File: config.mk
export PLATFORM = sky130hd
export DESIGN_NAME = sloc_cell
export DESIGN_NICKNAME = d
export VERILOG_FILES = /design/src/hw/rtl/sloc_pkg.sv /design/src/hw/rtl/sloc_cell.sv
export SDC_FILE = /design/constraint.sdc
export NUM_CORES = 1
export LEC_CHECK = 0
export ABC_AREA = 0
export BUFFER_PORTS_ARGS = -buffer_cell sky130_fd_sc_hd__buf_2
export CAP_MARGIN = 30
export CORE_ASPECT_RATIO = 1.1
export CORE_UTILIZATION = 40
export DETAILED_ROUTE_END_ITERATION = 6
export MAX_ROUTING_LAYER = met4
export PLACE_DENSITY = 0.68
export SYNTH_ARGS = -nofsm -noshare
export SYNTH_HDL_FRONTEND = slang
export SYNTH_SLANG_ARGS = --single-unit
File: constraint.sdc
create_clock -name clk -period 2.87 [get_ports clk]
set_input_delay 0 -clock clk [delete_from_list [all_inputs] [get_ports clk]]
set_output_delay 0 -clock clk [all_outputs]
set_load 0.02 [all_outputs]
File: src/hw/rtl/sloc_pkg.sv
// Shared types and constants for the store/load overlap checker.
// Depends on nothing; used by sloc_cell and store_load_overlap_checker_unit.
package sloc_pkg;

	// Number of store entries, one per cell
	localparam int DEPTH = 64;

	// Field widths
	localparam int ADDR_W = 32;
	localparam int SIZE_W = 4;
	localparam int CNT_W  = 7;

	// Command kinds
	localparam logic [1:0] KIND_STORE = 2'd0;
	localparam logic [1:0] KIND_LOAD  = 2'd1;
	localparam logic [1:0] KIND_FLUSH = 2'd2;

	// Result status codes
	localparam logic [1:0] ST_OK      = 2'd0;
	localparam logic [1:0] ST_FULL    = 2'd1;
	localparam logic [1:0] ST_FEW     = 2'd2;
	localparam logic [1:0] ST_BADSIZE = 2'd3;

	// Mode register codes
	localparam logic [1:0] MODE_REAL   = 2'd0;
	localparam logic [1:0] MODE_NEVER  = 2'd1;
	localparam logic [1:0] MODE_ALWAYS = 2'd2;

	// Input word
	typedef struct packed {
		logic [1:0]        kind;
		logic [ADDR_W-1:0] addr;
		logic [SIZE_W-1:0] nbytes;
		logic [CNT_W-1:0]  stores_to_check;
	} cmd_t;

	// Result word
	typedef struct packed {
		logic       conflict;
		logic [1:0] status;
	} res_t;

	// One stored entry held by a cell
	typedef struct packed {
		logic              vld;
		logic [ADDR_W-1:0] addr;
		logic [SIZE_W-1:0] size;
	} ent_t;

	// Load probe walking down the chain
	typedef struct packed {
		logic              vld;
		logic [ADDR_W-1:0] addr;
		logic [SIZE_W-1:0] size;
		logic [CNT_W-1:0]  rem;
	} tok_t;

	// Per-cell walk outcome
	typedef struct packed {
		logic       done;
		logic       conflict;
		logic [1:0] status;
	} rpt_t;

endpackage

File: src/hw/rtl/sloc_cell.sv
// One cell of the store chain: holds one store entry and evaluates the load probe.
// Depends on sloc_pkg.
module sloc_cell (
	input  logic           clk,
	input  logic           arst_n,
	input  logic           push,
	input  logic           flush,
	input  sloc_pkg::ent_t ent_in,
	output sloc_pkg::ent_t ent_out,
	input  sloc_pkg::tok_t tok_in,
	output sloc_pkg::tok_t tok_out,
	output sloc_pkg::rpt_t rpt
);

	sloc_pkg::ent_t ent_q;
	sloc_pkg::tok_t tok_q;

	logic                      word_eq;
	logic [sloc_pkg::SIZE_W-1:0] big;
	logic [2:0]                diff;
	logic                      hit;
	logic                      bad;

	// Entry shifts toward older cells on a push; flush drops it
	always_ff @(posedge clk or negedge arst_n) begin
		if (!arst_n) begin
			ent_q <= '0;
		end else if (push) begin
			ent_q <= ent_in;
		end else if (flush) begin
			ent_q.vld <= 1'b0;
		end
	end

	// Probe register, refilled from the neighbor every cycle
	always_ff @(posedge clk or negedge arst_n) begin
		if (!arst_n) begin
			tok_q <= '0;
		end else begin
			tok_q <= tok_in;
		end
	end

	// Overlap test against the held entry
	always_comb begin
		word_eq = (ent_q.addr[sloc_pkg::ADDR_W-1:3] == tok_q.addr[sloc_pkg::ADDR_W-1:3]);
		big     = (ent_q.size >= tok_q.size) ? ent_q.size : tok_q.size;
		diff    = ent_q.addr[2:0] ^ tok_q.addr[2:0];
		hit     = 1'b0;
		bad     = 1'b0;
		case (big)
			4'd8:    hit = 1'b1;
			4'd4:    hit = ~diff[2];
			4'd2:    hit = (diff[2:1] == 2'b00);
			4'd1:    hit = (diff == 3'b000);
			default: bad = 1'b1;
		endcase
		hit = hit & word_eq;
		bad = bad & word_eq;
	end

	// Walk step: stop, or pass the probe on with one fewer to check
	always_comb begin
		rpt     = '0;
		tok_out = tok_q;
		tok_out.rem = tok_q.rem - sloc_pkg::CNT_W'(1);
		if (tok_q.vld) begin
			if (tok_q.rem == '0) begin
				rpt.done   = 1'b1;
				rpt.status = sloc_pkg::ST_OK;
			end else if (!ent_q.vld) begin
				rpt.done   = 1'b1;
				rpt.status = sloc_pkg::ST_FEW;
			end else if (bad) begin
				rpt.done   = 1'b1;
				rpt.status = sloc_pkg::ST_BADSIZE;
			end else if (hit) begin
				rpt.done     = 1'b1;
				rpt.conflict = 1'b1;
				rpt.status   = sloc_pkg::ST_OK;
			end
		end
		tok_out.vld = tok_q.vld & ~rpt.done;
	end

	assign ent_out = ent_q;

endmodule

==> flow_summary.json, run 1 <==
{
  "cts_max_path_buffers": 2,
  "power_density_mw_per_mm2": 521,
  "hold_class": "input port to async pin",
  "firstDrtPassIters": 6,
  "tightest_slew_ps": 911,
  "clock_latency_ps": 330,
  "h-tree-depth": 3,
  "numCtsBuffers": 9,
  "drtIter0Drc": 64,
  "clkSlewWorstSetupHoldPaths_ps": 70,
  "cts_tree": "built",
  "routed-via-count": 2869,
  "crit_arrival_ps": 2500,
  "worstPathRequired_ps": 2870,
  "synthesis.nets": 370,
  "final_hold_viol_count": 0,
  "rows": 36,
  "io_buffers": 169,
  "synth-simple-area-share_pct": 7.89,
  "cp_slowest_cell": "dfrtp_1",
  "seq_area_sq_mm": 0.00203,
  "cpPeakStageDelay_ps": 480,
  "post_cts_resized": 0,
  "grt_setup_unrepaired": "no",
  "cts-root-buf": "clkbuf_8",
  "cp_max_fo": 7,
  "grt_use_total_pct": 20.8,
  "synth_top_area_share_pct": 56.1,
  "timing.fmax_mhz": 400,
  "slew_headroom_pct": 39.3,
  "finalCritPeriodShare_pct": 87.2,
  "grt_pass1_wl_microns": 14300,
  "antennaDiodeCount": 0,
  "synthAdderAreaFrac_pct": 2.08,
  "totalWireLength_microns": 9390,
  "synth_xor_xnor_area_share_pct": 9.38,
  "synth-compound-area-share_pct": 4.26,
  "die-area_sq_mm": 0.00942,
  "drv_slew": 0,
  "nFillCells": 739,
  "dp_hpwl_microns": 5980,
  "core_sq_mm": 0.00883,
  "synth.ff_latch_count": 81,
  "ir_worst_vdd_v": 0.000339,
  "fin_nets": 594,
  "synth.distinct_cells": 37,
  "ys_warn_count": 0,
  "syn_area_sq_mm": 0.00362,
  "finClkSkew_ps": 0,
  "vias_per_cell": 4.62,
  "critPathLaunchType": "flip-flop",
  "ant_nets": 0,
  "synthCells": 279,
  "worst_path_most_repeated_cell": "inv_1",
  "antenna_found_initial": 0,
  "setup_viol": 0,
  "synth_top_area_cell": "dfrtp_1",
  "endpoint_kind": "primary output",
  "fin_setup_tns_ps": 0,
  "grt_pass1_vias": 3000,
  "fp.dieW_microns": 92.7,
  "areaGrowthSynthToFinish_pct": 49.0,
  "yosysSeqAreaShare_pct": 56.1,
  "syn_avg_cell_area_sq_um": 13.0,
  "status": "finished clean",
  "crit_buf_inv": 3,
  "multi_input_area_sq_mm": 0.00127,
  "floorplan.die.height_microns": 102,
  "netlist_top_cells_area": "dfrtp_1 56%, mux2_2 11%, buf_4 7.5%",
  "synth_top_family_by_area": "multiplexers",
  "path_class": "flip-flop to primary output",
  "path_cells": "inv_1 -> ha_1 -> inv_1 -> o21a_2 -> nor2_1 -> mux2_4 -> a21oi_1 -> o21a_1 -> buf_2",
  "finalCriticalPeriod_ps": 2500,
  "hold_ws_ps": 85.9,
  "drive_above_1_share_pct": 45.2,
  "maxCapViolCount": 0,
  "synthMuxAreaShare_pct": 11.6,
  "leakagePower_nw": 2.55,
  "critPathTopFamily": "compound AO/OA/AOI/OAI gates",
  "detail_route.wl_per_cell_microns": 15.1,
  "drc": 0,
  "gp_congestion": 0.933,
  "start_util_pct": 41.0,
  "cts_sinks": 81,
  "ios": 170,
  "grt_overflow": 0,
  "grt_max_degree": 60
}
-- through the flow --
| step | utilization, % | area [sq um] | power (mW) | setup WS (ps) | cells |
|---|---|---|---|---|---|
| 2_1_floorplan | - | 3620 | 1.66 | 577 | 279 |
| 3_3_place_gp | 48.9 | 4320 | 1.84 | 842 | 522 |
| 3_5_place_dp | 49.2 | 4350 | 1.85 | 714 | 523 |
| 4_1_cts | 61.0 | 5390 | 2.84 | 328 | 621 |
| 5_1_grt | 61.0 | 5390 | 2.94 | 239 | 621 |
| 6_report | 61.0 | 5390 | 2.81 | 368 | 621 |
-- what timing repair did --
item | CTS | global route
hold buffers | 83 | 0
buffers inserted | 0 | 0
hold endpoints to repair | 162 | 0
-- synth_stat cells (all sizes together) --
cell type	count
a2111oi	1
a211oi	1
a21oi	4
a41oi	2
and2b	1
buf	37
clkbuf	3
dfrtp	81
ha	6
inv	8
mux2	36
mux2i	1
nand2	9
nand2b	3
nand3	3
nand4	5
nand4b	1
nor2	7
nor2b	9
nor3	4
nor4	7
o21a	2
o21ai	7
o311ai	1
o31ai	2
or2	1
xnor2	25
xor2	12
-- routing by layer --
| layer | wire [microns] | GRT usage, % |
|---|---|---|
| met1 | 3630 | 22.9 |
| met2 | 4990 | 36.2 |
| met3 | 581 | 5.18 |
| met4 | 184 | 8.28 |
| met5 | 0 | - |
-- power breakdown --
part / leakage (nW) / internal [mW] / switching [mW]
clock: 0.106 / 0.509 / 0.375
combinational: 1.50 / 0.306 / 0.313
sequential: 0.947 / 1.22 / 0.0822
total: 2.55 / 2.04 / 0.770
-- registers in the layout, summed over array words and instances (netlist names) --
name     count
ent_out     37
tok_q        8
tok_out     36
-- logic make-up (layout without fill, tap and decap cells) --
logic type,after synthesis,after routing
buf+inv,48,276
xor+xnor,37,37
mux,37,37
fa+ha+maj,6,6
simple gates,50,50
compound gates,20,20
flops,81,81
-- final timing paths --
path / depth (start not counted) / slack (ps) / endpoint / from
max in group asynchronous: 3 / 2190 / tok_out[9] / arst_n
worst max-delay path: 9 / 370 / rpt[3] / tok_out[8]
worst min register to register: 1 / 550 / ent_out[24] / ent_out[24]
min in group clk: 2 / 290 / tok_out[40] / tok_in[40]
worst max register to register: 3 / 1590 / ent_out[36] / ent_out[36]
worst min-delay path: 2 / 90 / ent_out[31] / arst_n
-- layout make-up --
type                            instances  share of cell area (%)
Clock inverter                          3                    1.21
Multi-Input combinational cell        150                    23.6
Clock buffer                           12                    2.69
Inverter                                8                   0.557
Sequential cell                        81                    37.6
Tap cell                              114                    2.65
Timing Repair Buffer                  253                    31.7
-- cells in the final DEF (no fill, tap or decap), types with 2 or more instances in the layout --
cell	n
buf_2	168
dlygate4sd3_1	83
dfrtp_1	81
mux2_2	35
xnor2_1	23
xor2_1	12
clkbuf_8	10
nand2_1	9
nor2b_1	9
inv_1	8
nor2_1	7
ha_1	6
nor4_1	5
o21ai_0	5
nand4_1	5
a21oi_1	4
nand3_1	3
nor3_1	3
nand2b_1	3
xnor2_2	2
nor4_2	2
o31ai_1	2
clkbuf_1	2
bufinv_16	2
Note: power is estimated with default switching activity, not from simulation.
==> run 2: changes to the inputs <==
clock period = 3 ns   (was 2.87 ns; I/O delays follow)
==> run 2 against run 1 <==
Sequential power decreased by 5%. Register-to-register slack improved by 130 ps. Worst setup slack improved by 87 ps. Critical path depth unchanged. First-iteration DRC count decreased by 1.6%. Clock skew unchanged. Critical endpoint unchanged. Combinational power decreased by 4.4%. Critical path type unchanged.
==> flow_summary.json, run 2 (synthesis gave the netlist of run 1 again) <==
{
  "crit_arrival_ps": 2540,
  "status": "finished clean",
  "numCtsBuffers": 9,
  "maxCapViolCount": 0,
  "drv_slew": 0,
  "finalCritPeriodShare_pct": 84.8,
  "fin_nets": 594,
  "combPwrFrac_pct": 21.9,
  "cp_slowest_cell": "dfrtp_1",
  "cp_max_fo": 7,
  "fin_setup_tns_ps": 0,
  "final_hold_viol_count": 0,
  "io_buffers": 169,
  "timing.fmax_mhz": 393,
  "worst_path_most_repeated_cell": "inv_1",
  "path_cells": "inv_1 -> ha_1 -> inv_1 -> o21a_2 -> nor2_1 -> mux2_4 -> a21oi_1 -> o21a_1 -> buf_2",
  "path_depth": 9,
  "vias_per_cell": 4.64,
  "p_sw_mw": 0.750,
  "reg2reg_depth": 3,
  "switching_share_pct": 27.8,
  "gp_congestion": 0.933,
  "cts-root-buf": "clkbuf_8",
  "slew_headroom_pct": 37.2,
  "mostFrequentLayoutCells": "168 x buf_2, 83 x dlygate4sd3_1, 81 x dfrtp_1",
  "ios": 170,
  "path_class": "flip-flop to primary output",
  "totalWireLength_microns": 9290,
  "ir_worst_vdd_v": 0.000354,
  "pre_cts_ws_ps": 830,
  "antennaDiodeCount": 0,
  "finClkSkew_ps": 0,
  "clkSlewWorstSetupHoldPaths_ps": 80,
  "grt_overflow": 0,
  "crit_buf_inv": 3,
  "cts_max_path_buffers": 2,
  "die-area_sq_mm": 0.00942,
  "start_util_pct": 41.0,
  "clock_latency_ps": 340,
  "firstDrtPassIters": 4,
  "finalCriticalPeriod_ps": 2540,
  "post_cts_resized": 0,
  "power_mw": 2.70,
  "h-tree-depth": 3,
  "leakagePower_nw": 2.55,
  "worstPathRequired_ps": 3000,
  "grt_max_degree": 60,
  "drtIter0Drc": 63,
  "cts_sinks": 81,
  "power_density_mw_per_mm2": 501,
  "floorplan.die.height_microns": 102,
  "grt_setup_unrepaired": "no",
  "p_seq_share_pct": 46.3,
  "drive_above_1_share_pct": 45.2,
  "rows": 36,
  "routed-via-count": 2884,
  "reg2reg_slack_ps": 1720,
  "critPathTopFamily": "compound AO/OA/AOI/OAI gates",
  "p_int_mw": 1.95,
  "largest_register_ff_count": 37,
  "hold_class": "input port to async pin",
  "drc": 0,
  "pwr-share-clk_pct": 31.8,
  "grt_pass1_vias": 2943,
  "areaGrowthSynthToFinish_pct": 49.0,
  "detail_route.wl_per_cell_microns": 15.0,
  "ant_nets": 0,
  "grt_use_total_pct": 20.5,
  "fp.dieW_microns": 92.7,
  "grt_pass1_wl_microns": 14200,
  "setup_viol": 0,
  "core_sq_mm": 0.00883,
  "cts_tree": "built",
  "final_common_cell": "buf_2",
  "antenna_found_initial": 0,
  "tightest_slew_ps": 941,
  "cpPeakStageDelay_ps": 480,
  "critPathLaunchType": "flip-flop",
  "endpoint_kind": "primary output",
  "dp_hpwl_microns": 5960,
  "setup_slack_ps": 455
}
[run 2: area by class of cell]
| type | count | area [sq um] |
|---|---|---|
| Multi-Input combinational cell | 150 | 1270 |
| Clock inverter | 3 | 65.1 |
| Clock buffer | 12 | 145 |
| Timing Repair Buffer | 253 | 1710 |
| Fill cell | 727 | 3440 |
| Tap cell | 114 | 143 |
| Inverter | 8 | 30.0 |
| Sequential cell | 81 | 2030 |
[run 2: worst paths after layout]
| check | end | startpoint |
|---|---|---|
| setup / recovery | rpt[3] | tok_out[8] |
| hold / removal | tok_out[23] | arst_n |
| setup reg to reg | ent_out[36] | ent_out[36] |
| hold reg to reg | ent_out[32] | ent_out[32] |
| max in group asynchronous | tok_out[8] | arst_n |
| min in group clk | tok_out[42] | tok_in[42] |
[run 2: power by group through the flow]
stage	clock network (mW)	logic [mW]	registers (mW)
6_report	0.860	0.592	1.25
5_1_grt	0.917	0.639	1.26
4_1_cts	0.879	0.589	1.25
3_5_place_dp	0	0.503	1.27
3_3_place_gp	0	0.493	1.26
2_1_floorplan	0	0.273	1.32
[run 2: routing by layer]
layer	up-vias	wire length (microns)	global-route usage, %
met2	112	4740	34.2
met4	0	277	10.4
met3	21	525	4.35
met1	1392	3740	23.5
li1	1359	-	-
met5	-	0	-
[run 2: repair_timing]
item / 4_1_cts / 5_1_grt
hold endpoints to repair: 162 / 0
hold buffers: 83 / 0
buffers inserted: 0 / 0
[run 2: stage by stage]
stage,hold WS (ps),utilization [%],std cells,cell area (sq um)
floorplan,-296,-,279,3620
global placement,107,48.9,522,4320
detailed placement,-82.9,49.2,523,4350
CTS,76.9,61.0,621,5390
global route,115,61.0,621,5390
finish,102,61.0,621,5390
==> run 3: changes to the inputs <==
PLACE_DENSITY = 0.71   (was 0.68)
clock period = 2.2 ns   (was 3 ns; I/O delays follow)
==> run 3 against run 2 <==
The run now ends with setup timing left. Combinational power rose by 61%. Utilization is 3.4 points higher. Largest cell class unchanged. Sequential power grew 36%. Critical endpoint unchanged. Wire length is 9.8% higher. Largest power group unchanged.
==> flow_summary.json, run 3 (synthesis gave the netlist of run 1 again) <==
{
  "status": "complete, but fails checks",
  "violations": "setup timing",
  "io_buffers": 169,
  "drv_slew": 0,
  "power_density_mw_per_mm2": 657,
  "worstPathRequired_ps": 2200,
  "areaGrowthSynthToFinish_pct": 57.3,
  "gp_congestion": 0.870,
  "grt_setup_unrepaired": "yes",
  "grt_pass1_vias": 3182,
  "grt_pass1_wl_microns": 15100,
  "start_util_pct": 41.0,
  "mostFrequentLayoutCells": "166 x buf_2, 83 x dlygate4sd3_1, 78 x dfrtp_1",
  "reg2reg_slack_ps": 940,
  "setup_viol": 5,
  "ir_worst_vdd_v": 0.000491,
  "finClkSkew_ps": 0,
  "antenna_found_initial": 0,
  "critPathLaunch": "ent_out[2]",
  "r2r_end": "ent_out[36]",
  "critPathLaunchType": "flip-flop",
  "die-area_sq_mm": 0.00942,
  "placedInstanceArea_sq_mm": 0.00437,
  "setup_slack_ps": -157,
  "largest_register_ff_count": 37,
  "endpoint": "rpt[3]",
  "slew_headroom_pct": 65.4,
  "timing.fmax_mhz": 424,
  "final_hold_viol_count": 0,
  "floorplan.die.height_microns": 102,
  "cts_sinks": 81,
  "final_common_cell": "buf_2",
  "drive_above_1_share_pct": 51.0,
  "tightest_slew_ps": 520,
  "rr_startpoint": "ent_out[36]",
  "core_sq_mm": 0.00883,
  "routed-via-count": 2982,
  "clkSlewWorstSetupHoldPaths_ps": 80,
  "cts_max_path_buffers": 2,
  "fin_setup_tns_ps": -598,
  "totalWireLength_microns": 10200,
  "finalCriticalPeriod_ps": 2360,
  "firstDrtPassIters": 6,
  "nFillCells": 655,
  "h-tree-depth": 3,
  "endpoint_kind": "primary output",
  "antennaDiodeCount": 0,
  "maxCapViolCount": 0,
  "vias_per_cell": 4.67,
  "drc": 0,
  "grt_overflow": 0,
  "ios": 170,
  "hold_class": "input port to async pin",
  "drtIter0Drc": 47,
  "dp_hpwl_microns": 6060,
  "rows": 36,
  "leakagePower_nw": 2.66,
  "fin_area_sq_mm": 0.00569,
  "ant_nets": 0,
  "clock_latency_ps": 330,
  "grt_max_degree": 82,
  "cts_tree": "built",
  "crit_arrival_ps": 2360,
  "fp.dieW_microns": 92.7,
  "finalCritPeriodShare_pct": 107,
  "reg2reg_depth": 3,
  "cp_max_fo": 2,
  "path_class": "flip-flop to primary output",
  "detail_route.wl_per_cell_microns": 16.0,
  "cts-root-buf": "clkbuf_8",
  "fin_nets": 612,
  "hold_ws_ps": 220,
  "numCtsBuffers": 9,
  "grt_use_total_pct": 22.2
}
## run 3: cell types whose count changed in the layout (fill, tap and decap cells not counted), moves of 3 or more
| cell | delta |
|---|---|
| buf_4 | +18 |
| nor4_1 | -4 |
| dfrtp_1 | -3 |
| dfrtp_2 | +3 |
| ha_1 | -3 |
| nor4_4 | +3 |
## run 3: worst min path at each step
stage | startpoint | endpoint | slack, ps | depth (start not counted)
after floorplan | arst_n | ent_out[0] | -300 | 0
after global placement | arst_n | ent_out[31] | 60 | 2
after detailed placement | arst_n | ent_out[31] | 60 | 2
after CTS | arst_n | tok_out[26] | 230 | 3
after global routing | arst_n | ent_out[31] | 250 | 3
final | arst_n | ent_out[19] | 220 | 3
## run 3: timing repair
item	in CTS	in global routing
pin swaps	9	8
hold buffers	83	0
endpoints found under the setup margin	5	5
hold endpoints to repair	162	0
resized for setup	20	14
buffers inserted	10	5
cloned	0	0
## run 3: routing by layer
layer	GRT usage, %	up-vias	wire length, microns
met2	40.7	113	5710
met3	5.41	17	510
li1	-	1396	-
met1	22.5	1456	3760
met4	9.35	0	212
met5	-	-	0
## run 3: cell type report
| cell class | instances | area, sq um | area share, % |
|---|---|---|---|
| flip-flops and latches | 81 | 2030 | 35.7 |
| clock inverters | 2 | 37.5 | 0.660 |
| well taps | 114 | 143 | 2.51 |
| repair buffers | 271 | 1860 | 32.6 |
| clock buffers | 13 | 159 | 2.79 |
| multi-input cells | 150 | 1430 | 25.2 |
| inverters | 8 | 30.0 | 0.528 |
## run 3: per-stage QoR
step           util [%]  power [mW]  worst slack [ps]  cells
2_1_floorplan         -        2.17               112    279
3_5_place_dp       49.5        2.42              94.1    526
3_3_place_gp       49.5        2.41               196    526
5_1_grt            64.4        3.90              -270    639
6_report           64.4        3.74              -157    639
4_1_cts            63.0        3.70              -120    634
## run 3: critical path, stage by stage, from the launching register on
cell	delay (ps)
dfrtp_2	440
ha_4	270
o21ai_2	70
and2b_2	220
buf_12	130
nor2_4	140
mux2_4	320
a21oi_2	170
o21a_1	150
buf_6	110
## run 3: where the power goes
group	total, mW	switching, mW	internal, mW	leakage (nW)
clock network	1.09	0.507	0.582	0.0957
registers	1.70	0.0973	1.60	0.944
logic	0.953	0.482	0.471	1.62
